===== src/hw/rtl/brse_pkg.sv =====
package brse_pkg;

   localparam int unsigned WORD_W      = 32;
   localparam int unsigned CMD_W       = 3;
   localparam int unsigned ID_W        = 17;
   localparam int unsigned IDX_W       = 11;
   localparam int unsigned BIT_W       = 5;
   // word address field; the front end fills at most its low 12 bits
   localparam int unsigned ADDR_MAX_W  = 16;
   localparam int unsigned QUEUE_DEPTH = 4;
   localparam int unsigned QUEUE_AW    = $clog2(QUEUE_DEPTH);

   typedef enum logic [CMD_W-1:0] {
      CMD_SET    = 3'd0,
      CMD_CLEAR  = 3'd1,
      CMD_TEST   = 3'd2,
      CMD_AND    = 3'd3,
      CMD_OR     = 3'd4,
      CMD_EXPAND = 3'd5
   } brse_cmd_type;

   // what the back end does with one queued item
   typedef enum logic [1:0] {
      OP_AND,
      OP_OR,
      OP_TEST,
      OP_EXPAND
   } brse_op_type;

   typedef struct packed {
      brse_op_type              op;
      logic [ADDR_MAX_W-1:0]    addr;
      logic [WORD_W-1:0]        operand;  // mask, operand word, or read mask
      logic [ID_W-1:0]          id;       // echoed id or expand base id
   } brse_entry_type;

   typedef struct packed {
      logic                     valid;
      brse_entry_type           entry;
   } brse_head_type;

   // index of the lowest set bit; zero for an empty word
   function automatic logic [BIT_W-1:0] lowest_bit_index(input logic [WORD_W-1:0] word);
      logic [WORD_W-1:0] low;
      logic [BIT_W-1:0]  idx;
      low = word & (~word + WORD_W'(1));
      idx = '0;
      for (int p = 0; p < WORD_W; p++) begin
         if (low[p]) begin
            idx = idx | BIT_W'(p);
         end
      end
      return idx;
   endfunction

endpackage


===== src/hw/rtl/brse_queue.sv =====
module brse_queue import brse_pkg::*; (
   input  logic           clock,
   input  logic           reset,
   input  logic           push,
   input  brse_entry_type push_entry,
   input  logic           pop,
   output logic           full,
   output brse_head_type  head
);

   brse_entry_type        slots_ff [QUEUE_DEPTH];
   logic [QUEUE_AW-1:0]   wr_ptr_ff, wr_ptr_in;
   logic [QUEUE_AW-1:0]   rd_ptr_ff, rd_ptr_in;
   logic [QUEUE_AW:0]     count_ff, count_in;
   logic                  do_pop;

   assign do_pop = pop && (count_ff != '0);

   always_comb begin
      wr_ptr_in = push   ? wr_ptr_ff + QUEUE_AW'(1) : wr_ptr_ff;
      rd_ptr_in = do_pop ? rd_ptr_ff + QUEUE_AW'(1) : rd_ptr_ff;
      count_in  = count_ff;
      if (push && !do_pop) begin
         count_in = count_ff + (QUEUE_AW+1)'(1);
      end else if (do_pop && !push) begin
         count_in = count_ff - (QUEUE_AW+1)'(1);
      end
   end

   always_ff @(posedge clock) begin
      if (reset) begin
         wr_ptr_ff <= '0;
         rd_ptr_ff <= '0;
         count_ff  <= '0;
      end else begin
         wr_ptr_ff <= wr_ptr_in;
         rd_ptr_ff <= rd_ptr_in;
         count_ff  <= count_in;
      end
      if (push) begin
         slots_ff[wr_ptr_ff] <= push_entry;
      end
   end

   assign full = (count_ff == (QUEUE_AW+1)'(QUEUE_DEPTH));
   assign head = {(count_ff != '0), slots_ff[rd_ptr_ff]};

endmodule


===== config.mk =====
export PLATFORM = sky130hd
export DESIGN_NAME = brse_queue
export DESIGN_NICKNAME = d
export VERILOG_FILES = /design/src/hw/rtl/brse_pkg.sv /design/src/hw/rtl/brse_queue.sv
export SDC_FILE = /design/constraint.sdc
export NUM_CORES = 1
export LEC_CHECK = 0
export ABC_AREA = 1
export BUFFER_PORTS_ARGS = -buffer_cell sky130_fd_sc_hd__clkbuf_2
export CAP_MARGIN = 20
export CORE_UTILIZATION = 50
export DETAILED_ROUTE_END_ITERATION = 10
export PLACE_DENSITY = 0.71
export SLEW_MARGIN = 20
export SYNTH_ARGS = -nofsm -noshare
export SYNTH_HDL_FRONTEND = slang
export SYNTH_SLANG_ARGS = --single-unit
export TNS_END_PERCENT = 50

===== constraint.sdc =====
create_clock -name clock -period 6.5 [get_ports clock]
set_input_delay 0.325 -clock clock [delete_from_list [all_inputs] [get_ports clock]]
set_output_delay 0.325 -clock clock [all_outputs]
set_load 0.02 [all_outputs]

# [Word level (Yosys, flattened, before mapping)]
# Memory sizes are Yosys's and may differ from the RTL's. A register that Yosys moved wholly into a read port is not among the register bits.
# Index checks and enable logic that the tools add are counted.
# Widths: inputs -> output; s select.
[word_totals] word_cells=22 in_bits=71 output_inout_bits=69 ramBits=268 regBits=7 memories=1
[memory_table] name="slots_ff" words=4 width=67 rd=1 rd_ports_with_merged_regs=1 wr=1 line_no="brse_queue.sv:11" source="brse_entry_type slots_ff [QUEUE_DEPTH];"
[op_classes] reduce_logical=7 n_addsub=4 muxes=6 eq_ne=1
[ops] cell="$mux 3" n=2
[ops] cell="$add 2x1->2 const B" n=2
[ops] cell="$mux 2" n=2
[ops] cell="$add 3x1->3 const B" n=1
[ops] cell="$eq 3x3->1 const B" n=1
[ops] cell="$logic_and 1x1->1" n=3
[ops] cell="$reduce_bool 3->1" n=1
[ops] cell="$sub 3x1->3 const B" n=1
[ops] cell="$logic_not 1->1" n=2
[ops] cell="$mux 1" n=2
[ops] cell="$reduce_bool 2->1" n=1

# [Longest topological paths before layout]
[logic_depth] ltp_word=5 depth_mapped=12 mapped_depth_nobuf=12

# [Worst setup path after synthesis]
# OpenSTA, ideal clock, no wires.
[synth_path] path_type="register to register" from="register wr_ptr_ff[0]" to="memory slots_ff[2][0] (netlist bit), enable pin" required_time_ps=6079 synth_period_minus_slack_ps=2311 setup_ps=421 path_stages_with_launch=5 t_arrival_ps=1890 path_slack_ps=4189 path_cell_list="dfxtp_1 > inv_1 > ha_1 > nand2_1 > inv_1"
[synth_rtl] item="start, declared" line_no="brse_queue.sv:12" source="logic [QUEUE_AW-1:0] wr_ptr_ff, wr_ptr_in;"
[synth_rtl] item="start signal, assigned" line_no="brse_queue.sv:36" source="wr_ptr_ff <= wr_ptr_in;"
[synth_rtl] item="end, declared" line_no="brse_queue.sv:11"
# Straight into the memory's write port.

==> flow_summary.toml <==
[run_status]
status = "finished clean"

[power]
seq_power_share = 0.443
swShare = 0.299
p_sw_mw = 1.42
peakVddDrop_mv = 0.279
clkPwrFrac = 0.334
p_per_area_mw_per_mm2 = 383
leakage_nw = 4.42
pwr-share-comb = 0.222
cell_internal_pwr_mw = 3.32

[finish]
fillers = 1544
diodes = 0
stdcell_area_sq_mm = 0.0124
area_growth_pct = 18.8
final_nets = 945
layout-drive-gt1-share = 0.217
fin_cells = 1156
final_util = 0.609

[min_path]
min_path_cells = 1
hold_start = "push_entry[3]"
min_path_type = "input pin to register"
min_to = "slots_ff[1][3]$_DFFE_PP_"

[sta]
hold_viol = 0
finClkSkew_ps = 7.57
rsz0062_at_grt = "no"
slew_headroom = 0.336
tightest_slew_ps = 995
holdWs_ps = 19.7
max_clock_freq_mhz = 330
tns_ps = 0
finalSetupViolations = 0
period_needed_ps = 3030
post-route-period-util = 0.466
slew_viol_final = 0

[floorplan]
start_util = 0.512
pin_count = 140
die_h_microns = 146
die_w_microns = 146
die_area_sq_mm = 0.0214
coreArea_sq_mm = 0.0203
num_rows = 52

[global_routing]
grt_antenna_before_repair = 1
grt_pass1_wl_microns = 31900
grt_pass1_vias = 6104
grt_usage = 0.193
overflow = 0
grt_max_degree = 135

[clock_tree]
clock_path_buffers = 3
path_clk_slew_ps = 60
clock-sinks = 277
cts.repair.resized = 0
cts_root_buffer = "clkbuf_16"
insertion_delay_ps = 530
cts_setup_buffers = 0
cts_tree = "done"
cts_max_level = 1
cts-buffers-inserted = 28

[yosys]
synth_cells = 711
synth-async-reset-ratio = 0
yosys.area.top_type_share = 0.774
synth_cell_types = 22
synth_ff_type = "edfxtp_1"
ys_top_cells_by_area = "edfxtp_1 77%, o21ai_0 6.4%, nor2_1 5.1%"
synth_top_area_cell = "edfxtp_1"
ys_top_cells_by_count = "268 x edfxtp_1, 140 x nor2_1, 134 x o21ai_0, 67 x o22ai_1, 15 x nand2_1"
ys_seq_area_frac = 0.791
synth_nets = 788
synth.cell_area_sq_mm = 0.0104
synth_seq_cells = 277
synth_enable_flop_cells = 268
synth_warnings = 0
synth_area_per_cell_sq_um = 14.6
yosysMostFrequentCell = "edfxtp_1"

[routing]
wl_per_cell_microns = 18.0
route.met2.wl_microns = 10000
drt_iter0_markers = 445
wl_met3_microns = 1410
route.detailed.drc = 0
num_vias = 6210
wl_microns = 20800
top_layer_used = "met5"
dr.pass1.iters = 5
antenna_left = 0
via_per_inst = 5.37
wl_met1_microns = 8930

[placement]
dpl-instance-area_sq_mm = 0.0112
hpwl_microns = 11000
port_buffers = 139
place_congestion = 0.723
dpl.cell_count = 1084

[worst_setup_path]
arrival_ps = 2700
critical_path_class = "register to primary output"
r2r_end = "slots_ff[2][55]$_DFFE_PP_"
ff2ff_setup_slack_ps = 4260
end_kind = "primary output"
reg2reg_depth = 5
path_max_fanout = 100
reg2reg_from = "wr_ptr_ff[0]$_SDFFE_PP0P_"
required_ps = 6170
start_kind = "register"

[flow_run]
drv_cap = 0
-- layout make-up --
class                      count  area (sq um)  share of cell area
inverter                      16          67.6             0.00547
sequential                   277          8230               0.666
clock buffer                  32           737              0.0596
tap                          270           338              0.0273
timing repair buffer         170           988              0.0800
clock inverter                16           171              0.0139
multi-input combinational    375          1820               0.148
-- flip-flops by register name, summed over array words and instances (netlist names), named ones only --
name / cells
rd_ptr_ff: 2
wr_ptr_ff: 2
count_ff: 3
slots_ff: 268
-- power by group through the flow --
stage,sequential [mW],combinational (mW),clock [mW]
floorplan,2.11,0.758,0
global placement,2.13,1.04,0
detailed placement,2.14,1.05,0
CTS,2.10,1.07,1.61
global route,2.11,1.16,1.68
finish,2.10,1.05,1.58
-- how the worst max path moves through the flow --
stage                                    startpoint                        to  depth (start not counted)
after floorplan           wr_ptr_ff[0]$_SDFFE_PP0P_  slots_ff[2][0]$_DFFE_PP_                          4
after global placement                     register                  head[42]                          4
after detailed placement                   register                  head[42]                          4
after CTS                                  register                  head[42]                          4
after global routing                       register                  head[40]                          4
final                                      register                  head[42]                          4
-- through the flow --
step	setup slack, ps	power [mW]
3_5_place_dp	4010	3.19
4_1_cts	3450	4.78
5_1_grt	3270	4.94
2_1_floorplan	4190	2.87
3_3_place_gp	4080	3.17
6_report	3470	4.74
-- critical path, stage by stage (launching register included) --
cell	delay [ps]
dfxtp_4	580
buf_4	830
o21ai_0	220
o22ai_1	270
clkbuf_2	220
-- timing repair --
| action | in CTS | in global routing |
|---|---|---|
| hold buffers | 24 | 0 |
| endpoints found under the setup margin | 0 | 0 |
| hold endpoints to repair | 86 | 0 |
-- placed cells by master, fill, tap and decap left out --
cell	netlist	layout
nor3_1	1	1
clkbuf_1	8	3
nand3_1	3	3
o21ai_0	134	134
clkinv_2	0	7
xor2_1	1	1
inv_1	14	10
clkinv_1	0	7
dlygate4sd3_1	0	24
o21ai_1	3	3
o22ai_1	67	67
bufinv_16	0	4
ha_1	5	5
nor2_1	140	140
dfxtp_1	9	7
inv_6	1	1
clkbuf_16	0	29
inv_2	1	3
dfxtp_2	0	1
edfxtp_1	268	268
clkbuf_2	7	139
fa_1	1	1
dfxtp_4	0	1
a21oi_1	5	5
nand2_1	15	15
buf_4	0	7
-- layer usage --
metal / up-vias / track usage
li1: 2974 / -
met1: 3012 / 0.258
met2: 190 / 0.320
met3: 32 / 0.0434
met4: 2 / 0.0505
met5: - / 0
-- cells by family after synthesis --
| logic type | count (synthesis) | synth area share |
|---|---|---|
| XOR/XNOR | 1 | 0.000842 |
| AO/OA/AOI/OAI | 209 | 0.109 |
| buffers and inverters | 59 | 0.0337 |
| AND/OR/NAND/NOR | 159 | 0.0579 |
| adder cells (fa/ha/maj) | 6 | 0.00794 |
| flip-flops | 277 | 0.791 |
Power figures use the tool's default switching activity.
