===== src/hw/rtl/brse_pkg.sv =====
package brse_pkg;

   localparam int unsigned WORD_W      = 32;
   localparam int unsigned CMD_W       = 3;
   localparam int unsigned ID_W        = 17;
   localparam int unsigned IDX_W       = 11;
   localparam int unsigned BIT_W       = 5;
   // word address field; the front end fills at most its low 12 bits
   localparam int unsigned ADDR_MAX_W  = 16;
   localparam int unsigned QUEUE_DEPTH = 4;
   localparam int unsigned QUEUE_AW    = $clog2(QUEUE_DEPTH);

   typedef enum logic [CMD_W-1:0] {
      CMD_SET    = 3'd0,
      CMD_CLEAR  = 3'd1,
      CMD_TEST   = 3'd2,
      CMD_AND    = 3'd3,
      CMD_OR     = 3'd4,
      CMD_EXPAND = 3'd5
   } brse_cmd_type;

   // what the back end does with one queued item
   typedef enum logic [1:0] {
      OP_AND,
      OP_OR,
      OP_TEST,
      OP_EXPAND
   } brse_op_type;

   typedef struct packed {
      brse_op_type              op;
      logic [ADDR_MAX_W-1:0]    addr;
      logic [WORD_W-1:0]        operand;  // mask, operand word, or read mask
      logic [ID_W-1:0]          id;       // echoed id or expand base id
   } brse_entry_type;

   typedef struct packed {
      logic                     valid;
      brse_entry_type           entry;
   } brse_head_type;

   // index of the lowest set bit; zero for an empty word
   function automatic logic [BIT_W-1:0] lowest_bit_index(input logic [WORD_W-1:0] word);
      logic [WORD_W-1:0] low;
      logic [BIT_W-1:0]  idx;
      low = word & (~word + WORD_W'(1));
      idx = '0;
      for (int p = 0; p < WORD_W; p++) begin
         if (low[p]) begin
            idx = idx | BIT_W'(p);
         end
      end
      return idx;
   endfunction

endpackage


===== src/hw/rtl/brse_if.sv =====
interface brse_req_if import brse_pkg::*; ();
   logic              valid;
   logic              ready;
   logic [CMD_W-1:0]  cmd;
   logic [ID_W-1:0]   row_id;
   logic [IDX_W-1:0]  word_index;
   logic [WORD_W-1:0] word_value;

   modport source (output valid, output cmd, output row_id, output word_index,
                   output word_value, input ready);
   modport sink   (input valid, input cmd, input row_id, input word_index,
                   input word_value, output ready);
endinterface



===== src/hw/rtl/brse_front.sv =====
module brse_front import brse_pkg::*; #(
   parameter int unsigned WORDS = 2048
) (
   input  logic           clearing,
   input  logic           queue_full,
   brse_req_if.sink       req_chan,
   output logic           push,
   output brse_entry_type entry
);

   localparam logic [31:0] ID_LIMIT  = 32'(WORDS) * 32'd32;
   localparam logic [31:0] IDX_LIMIT = 32'(WORDS);

   logic [ID_W-1:0]   pos;
   logic              id_ok;
   logic              idx_ok;
   logic [WORD_W-1:0] id_mask;
   logic              keep;

   assign pos     = req_chan.row_id - ID_W'(1);
   assign id_ok   = (req_chan.row_id != '0) && ({15'd0, pos} < ID_LIMIT);
   assign idx_ok  = ({21'd0, req_chan.word_index} < IDX_LIMIT);
   assign id_mask = WORD_W'(1) << pos[BIT_W-1:0];

   always_comb begin
      keep          = 1'b1;
      entry.op      = OP_TEST;
      entry.addr    = ADDR_MAX_W'(pos[ID_W-1:BIT_W]);
      entry.operand = '0;
      entry.id      = req_chan.row_id;
      unique case (brse_cmd_type'(req_chan.cmd))
         CMD_SET: begin
            entry.op      = OP_OR;
            entry.operand = id_mask;
            keep          = id_ok;
         end
         CMD_CLEAR: begin
            entry.op      = OP_AND;
            entry.operand = ~id_mask;
            keep          = id_ok;
         end
         CMD_TEST: begin
            entry.op      = OP_TEST;
            entry.operand = id_ok ? id_mask : '0;
         end
         CMD_AND: begin
            entry.op      = OP_AND;
            entry.addr    = ADDR_MAX_W'(req_chan.word_index);
            entry.operand = req_chan.word_value;
            keep          = idx_ok;
         end
         CMD_OR: begin
            entry.op      = OP_OR;
            entry.addr    = ADDR_MAX_W'(req_chan.word_index);
            entry.operand = req_chan.word_value;
            keep          = idx_ok;
         end
         CMD_EXPAND: begin
            entry.op      = OP_EXPAND;
            entry.addr    = ADDR_MAX_W'(req_chan.word_index);
            entry.operand = idx_ok ? '1 : '0;
            entry.id      = ID_W'({req_chan.word_index, 5'd0}) + ID_W'(1);
         end
         default: begin
            keep = 1'b0;  // unused command codes vanish here
         end
      endcase
   end

   assign req_chan.ready = !clearing && !queue_full;
   assign push           = req_chan.valid && req_chan.ready && keep;

endmodule


===== src/flat_wrapper.sv =====
// flat-port wrapper written by rule: the top's interface ports become plain ports
module brse_front_flat import brse_pkg::*;
#(
   parameter int unsigned WORDS = 2048
)
  (clearing, queue_full, push, entry, req_chan_valid, req_chan_cmd, req_chan_row_id, req_chan_word_index, req_chan_word_value, req_chan_ready);
  brse_req_if req_chan_i ();
  input  logic clearing;
  input  logic queue_full;
  output logic push;
  output brse_entry_type entry;
  input wire logic [$bits(req_chan_i.valid)-1:0] req_chan_valid;
  input wire logic [$bits(req_chan_i.cmd)-1:0] req_chan_cmd;
  input wire logic [$bits(req_chan_i.row_id)-1:0] req_chan_row_id;
  input wire logic [$bits(req_chan_i.word_index)-1:0] req_chan_word_index;
  input wire logic [$bits(req_chan_i.word_value)-1:0] req_chan_word_value;
  output wire logic [$bits(req_chan_i.ready)-1:0] req_chan_ready;
  assign req_chan_i.valid = req_chan_valid;
  assign req_chan_i.cmd = req_chan_cmd;
  assign req_chan_i.row_id = req_chan_row_id;
  assign req_chan_i.word_index = req_chan_word_index;
  assign req_chan_i.word_value = req_chan_word_value;
  assign req_chan_ready = req_chan_i.ready;
  brse_front #(.WORDS(WORDS)) u_core (.clearing(clearing), .queue_full(queue_full), .req_chan(req_chan_i), .push(push), .entry(entry));
endmodule

===== config.mk =====
export PLATFORM = sky130hd
export DESIGN_NAME = brse_front_flat
export DESIGN_NICKNAME = d
export VERILOG_FILES = /design/src/hw/rtl/brse_pkg.sv /design/src/hw/rtl/brse_if.sv /design/src/hw/rtl/brse_front.sv /design/src/flat_wrapper.sv
export SDC_FILE = /design/constraint.sdc
export NUM_CORES = 1
export LEC_CHECK = 0
export ABC_CLOCK_PERIOD_IN_PS = 5900
export BUFFER_PORTS_ARGS = -buffer_cell sky130_fd_sc_hd__buf_4
export CORE_UTILIZATION = 30
export DETAILED_ROUTE_END_ITERATION = 6
export PLACE_DENSITY = 0.58
export REMOVE_ABC_BUFFERS = 1
export SYNTH_ARGS = -nofsm -noshare
export SYNTH_HDL_FRONTEND = slang
export SYNTH_SLANG_ARGS = --single-unit

===== constraint.sdc =====
create_clock -name vclk -period 5.9
set_input_delay 0.885 -clock vclk [all_inputs]
set_output_delay 0.885 -clock vclk [all_outputs]
set_load 0.01 [all_outputs]

== Word-level counts from Yosys, hierarchy flattened ==
Index checks and enable logic that the tools add are counted.
Word-level totals
  memories: 0
  RAM bits: 0
  bits in latches: 0
  register bits: 0
  bits in read-only memories: 0
Cells by class
  add/sub/neg operators: 2
  bitwise operators: 1
  $lt $le $gt $ge: 1
  divide/modulo/power cells: 0
  multiplexer cells: 6
  eq/ne operators: 5
  shifts and indexed selects: 1
  reductions and logical operators: 14
  multipliers: 0
Operators by type and width (number)
  $pmux W32 S5: 1
  $mux W32: 1
  $not A32 Y32: 1
  $shl A1 B5 Y32 const A: 1
  $add A16 B1 Y17 const B: 1
  $lt A17 B17 Y1 const B: 1
  $mux W17: 1
  $reduce_bool A17 Y1: 1
  $sub A17 B1 Y17 const B: 1
  $mux W12: 1
  $reduce_or A2 Y1: 4
  $eq A3 B2 Y1 const B: 2
  $eq A3 B3 Y1 const B: 2
  $pmux W2 S3: 1
  $logic_and A1 B1 Y1: 4
  $reduce_or A4 Y1: 1
  $eq A3 B1 Y1 const B: 1
  $logic_not A3 Y1: 1
  $reduce_or A3 Y1: 1
  $logic_not A1 Y1: 2
  $pmux W1 S2: 1

== Depth between registers and ports, before layout ==
  depth after elaboration: 5
  depth in mapped cells: 10
  mapped depth without buffers: 7

== Worst setup path before layout ==
No wires, ideal clock.
  kind: in2out
  start: input port req_chan_row_id[0]
  end: output port entry[37] (netlist bit)
  slack: 2.111 ns
  data arrival time: 2.904 ns
  stages: 9
  data required time: 5.015 ns
  cell sequence: buf_2 > clkbuf_1 > nor2_1 > ha_1 > or3b_2 > clkbuf_1 > nor2_1 > mux2i_1 > or3_1
RTL lines
  from (decl): RTL line flat_wrapper.sv:14  | input wire logic [$bits(req_chan_i.row_id)-1:0] req_chan_row_id;
  to (decl): RTL line flat_wrapper.sv:11  | output brse_entry_type entry;

==> metrics.txt <==
Die Height=90.1 um; Post-Syn Instances=374; vias=3167; Core Area=7370 sq um; average cell area after synthesis=6.23 sq um; Synth cell types=61; fin worst setup slack=1.85 ns; Util after Layout=44.0%; Post CTS Setup Buffer Count=0; Layout clock buffers=0; Die X=90.1 um; status=finished clean; sequential cell area fraction in the yosys report=0%; worst path arrival time=3.16 ns; pin count of the biggest net entering global routing=66; Global Route Usage Sum=20.2%; Finished Layout Cells=564; total power=0.000262 W; Remaining DRCs=0; Worst EP required=5.02 ns; share of cells above drive strength 1=36.1%; synthesized cell area=2330 sq um; crit-path max FO=20; Min-Delay Endpoint=req_chan_ready; count of pins over their slew limit=0; cts-stage hold buffer count=0; pre-CTS setup slack=1.87 ns; vias per cell=5.62; first-pass GRT wire length=14.0 mm; Worst Max-Slew Pin Slew=1.28 ns; Crit Path Class=in -> out; routability cong.=0.806; synth warn=0; antenna cells=0; Filler cells=814; 1st-iter DRT viols=258; PostCTS Resize Cnt=0; number of global-route vias before repair=2726; TritonRoute pass-1 iters=5; P_leak=1.34 nW; initial antenna violation count=0; FFs & Latches=0; Reg area=0 sq um; Slew Limit Headroom=12.1%; starting density of the core=31.6%; startpoint type of the worst setup path=input port; Peak VDD IR=0.0282 mV; nets@finish=535; unrepaired setup endpoints after global routing=no; I/O Pins=135; Port Buffers=131; Site Rows=31; placed instance count=564; die area=8120 sq um; Setup TNS=0 ns; Final period util=68.6%; final setup fails=0; Cell Pwr Density=80.9 nW/um^2; final wirelength=8.85 mm; hold path start=clearing; drt wl/cell=15.7 um; final number of hold-violating endpoints=0; antenna viol nets, final=0; Period minus WS final=4.05 ns; GRT Residual Overflow=0; synthesis-to-finish area growth=39.3%; WHS Path Cells=3; worst min-delay path class=in -> out; DP Wirelength=6.55 mm; Setup crit end kind=output port; Max Cap Viol=0; most common cell after layout, fill and taps aside=buf_4; Fmax=247 MHz; Multi-input gate area=2070 sq um; most frequent cells in the layout=buf_4 (132), nor2_1 (39), o21ai_0 (34)
## routing by layer
metal | vias up | wire length [um] | GRT usage, %
li1 | 1562 | - | -
met1 | 1493 | 4130 | 29.5
met2 | 108 | 4270 | 34.2
met3 | 4 | 410 | 0.592
met4 | 0 | 35 | 0.941
met5 | - | 0 | 0
## critical path, cell delays in order
cell and delay (ns):
buf_4 0.18, or3_1 0.37, mux2i_1 0.97, a2111o_1 0.35, nor2_1 0.09, o32ai_1 0.13, buf_4 0.18
## through the flow
stage          hold WS [ns]  instance area [sq um]
2_1_floorplan          1.82                   2130
3_3_place_gp           2.01                   3250
3_5_place_dp           2.03                   3250
4_1_cts                2.03                   3250
5_1_grt                2.04                   3250
6_report               2.02                   3250
## report_power, final
part / switching, W / internal, W / leakage (nW)
registers: 0 / 0 / 0
logic: 0.000139 / 0.000123 / 1.34
clock network: 0 / 0 / 0
total: 0.000139 / 0.000123 / 1.34
## synth_stat cells (3+ instances only)
cell / n / area (sq um)
buf_2: 6 / 30.0
o2bb2ai_1: 7 / 61.3
or3_1: 7 / 43.8
inv_1: 14 / 52.6
o31ai_1: 7 / 52.6
xor2_1: 4 / 35.0
o21ai_0: 34 / 170
a211oi_1: 3 / 22.5
nand3b_1: 5 / 37.5
o32ai_1: 5 / 43.8
o21ai_1: 3 / 15.0
o21a_1: 3 / 22.5
a21oi_1: 32 / 160
o31ai_2: 9 / 113
xnor2_1: 3 / 26.3
a22oi_1: 12 / 90.1
nor2b_1: 3 / 18.8
nor2_1: 39 / 146
buf_1: 4 / 15.0
and3b_1: 5 / 43.8
clkbuf_1: 27 / 101
nand2_1: 31 / 116
and2_1: 7 / 43.8
mux2_2: 13 / 146
o22ai_1: 6 / 37.5
mux2i_1: 5 / 50.1
nor3_1: 17 / 85.1
nor3b_1: 3 / 22.5
buf_6: 3 / 33.8
nand2b_1: 6 / 37.5
buf_4: 4 / 30.0
nand3_1: 8 / 40.0
## area by class of cell
| class | instances | area share (%) |
|---|---|---|
| Multi-Input combinational cell | 318 | 63.9 |
| Timing Repair Buffer | 132 | 30.5 |
| Tap cell | 99 | 3.82 |
| Inverter | 15 | 1.73 |
## logic make-up after synthesis
family,after synthesis,synth area share (%)
AO/OA/AOI/OAI,137,40.0
XOR/XNOR,7,2.63
adder cells (fa/ha/maj),2,1.07
buffers and inverters,59,11.4
multiplexers,18,8.43
other,1,0.161
AND/OR/NAND/NOR,150,36.3
## worst max-delay path by stage
| stage | start | to | slack, ns | cells past startpoint |
|---|---|---|---|---|
| finish | req_chan_row_id[1] | entry[46] | 1.85 | 7 |
| global route | req_chan_row_id[1] | entry[46] | 1.69 | 7 |
| CTS | req_chan_row_id[1] | entry[42] | 1.87 | 7 |
| floorplan | req_chan_row_id[1] | entry[37] | 2.51 | 6 |
| global placement | req_chan_row_id[1] | entry[41] | 1.96 | 7 |
| detailed placement | req_chan_row_id[1] | entry[42] | 1.87 | 7 |
(Power assumes the default switching activity.)
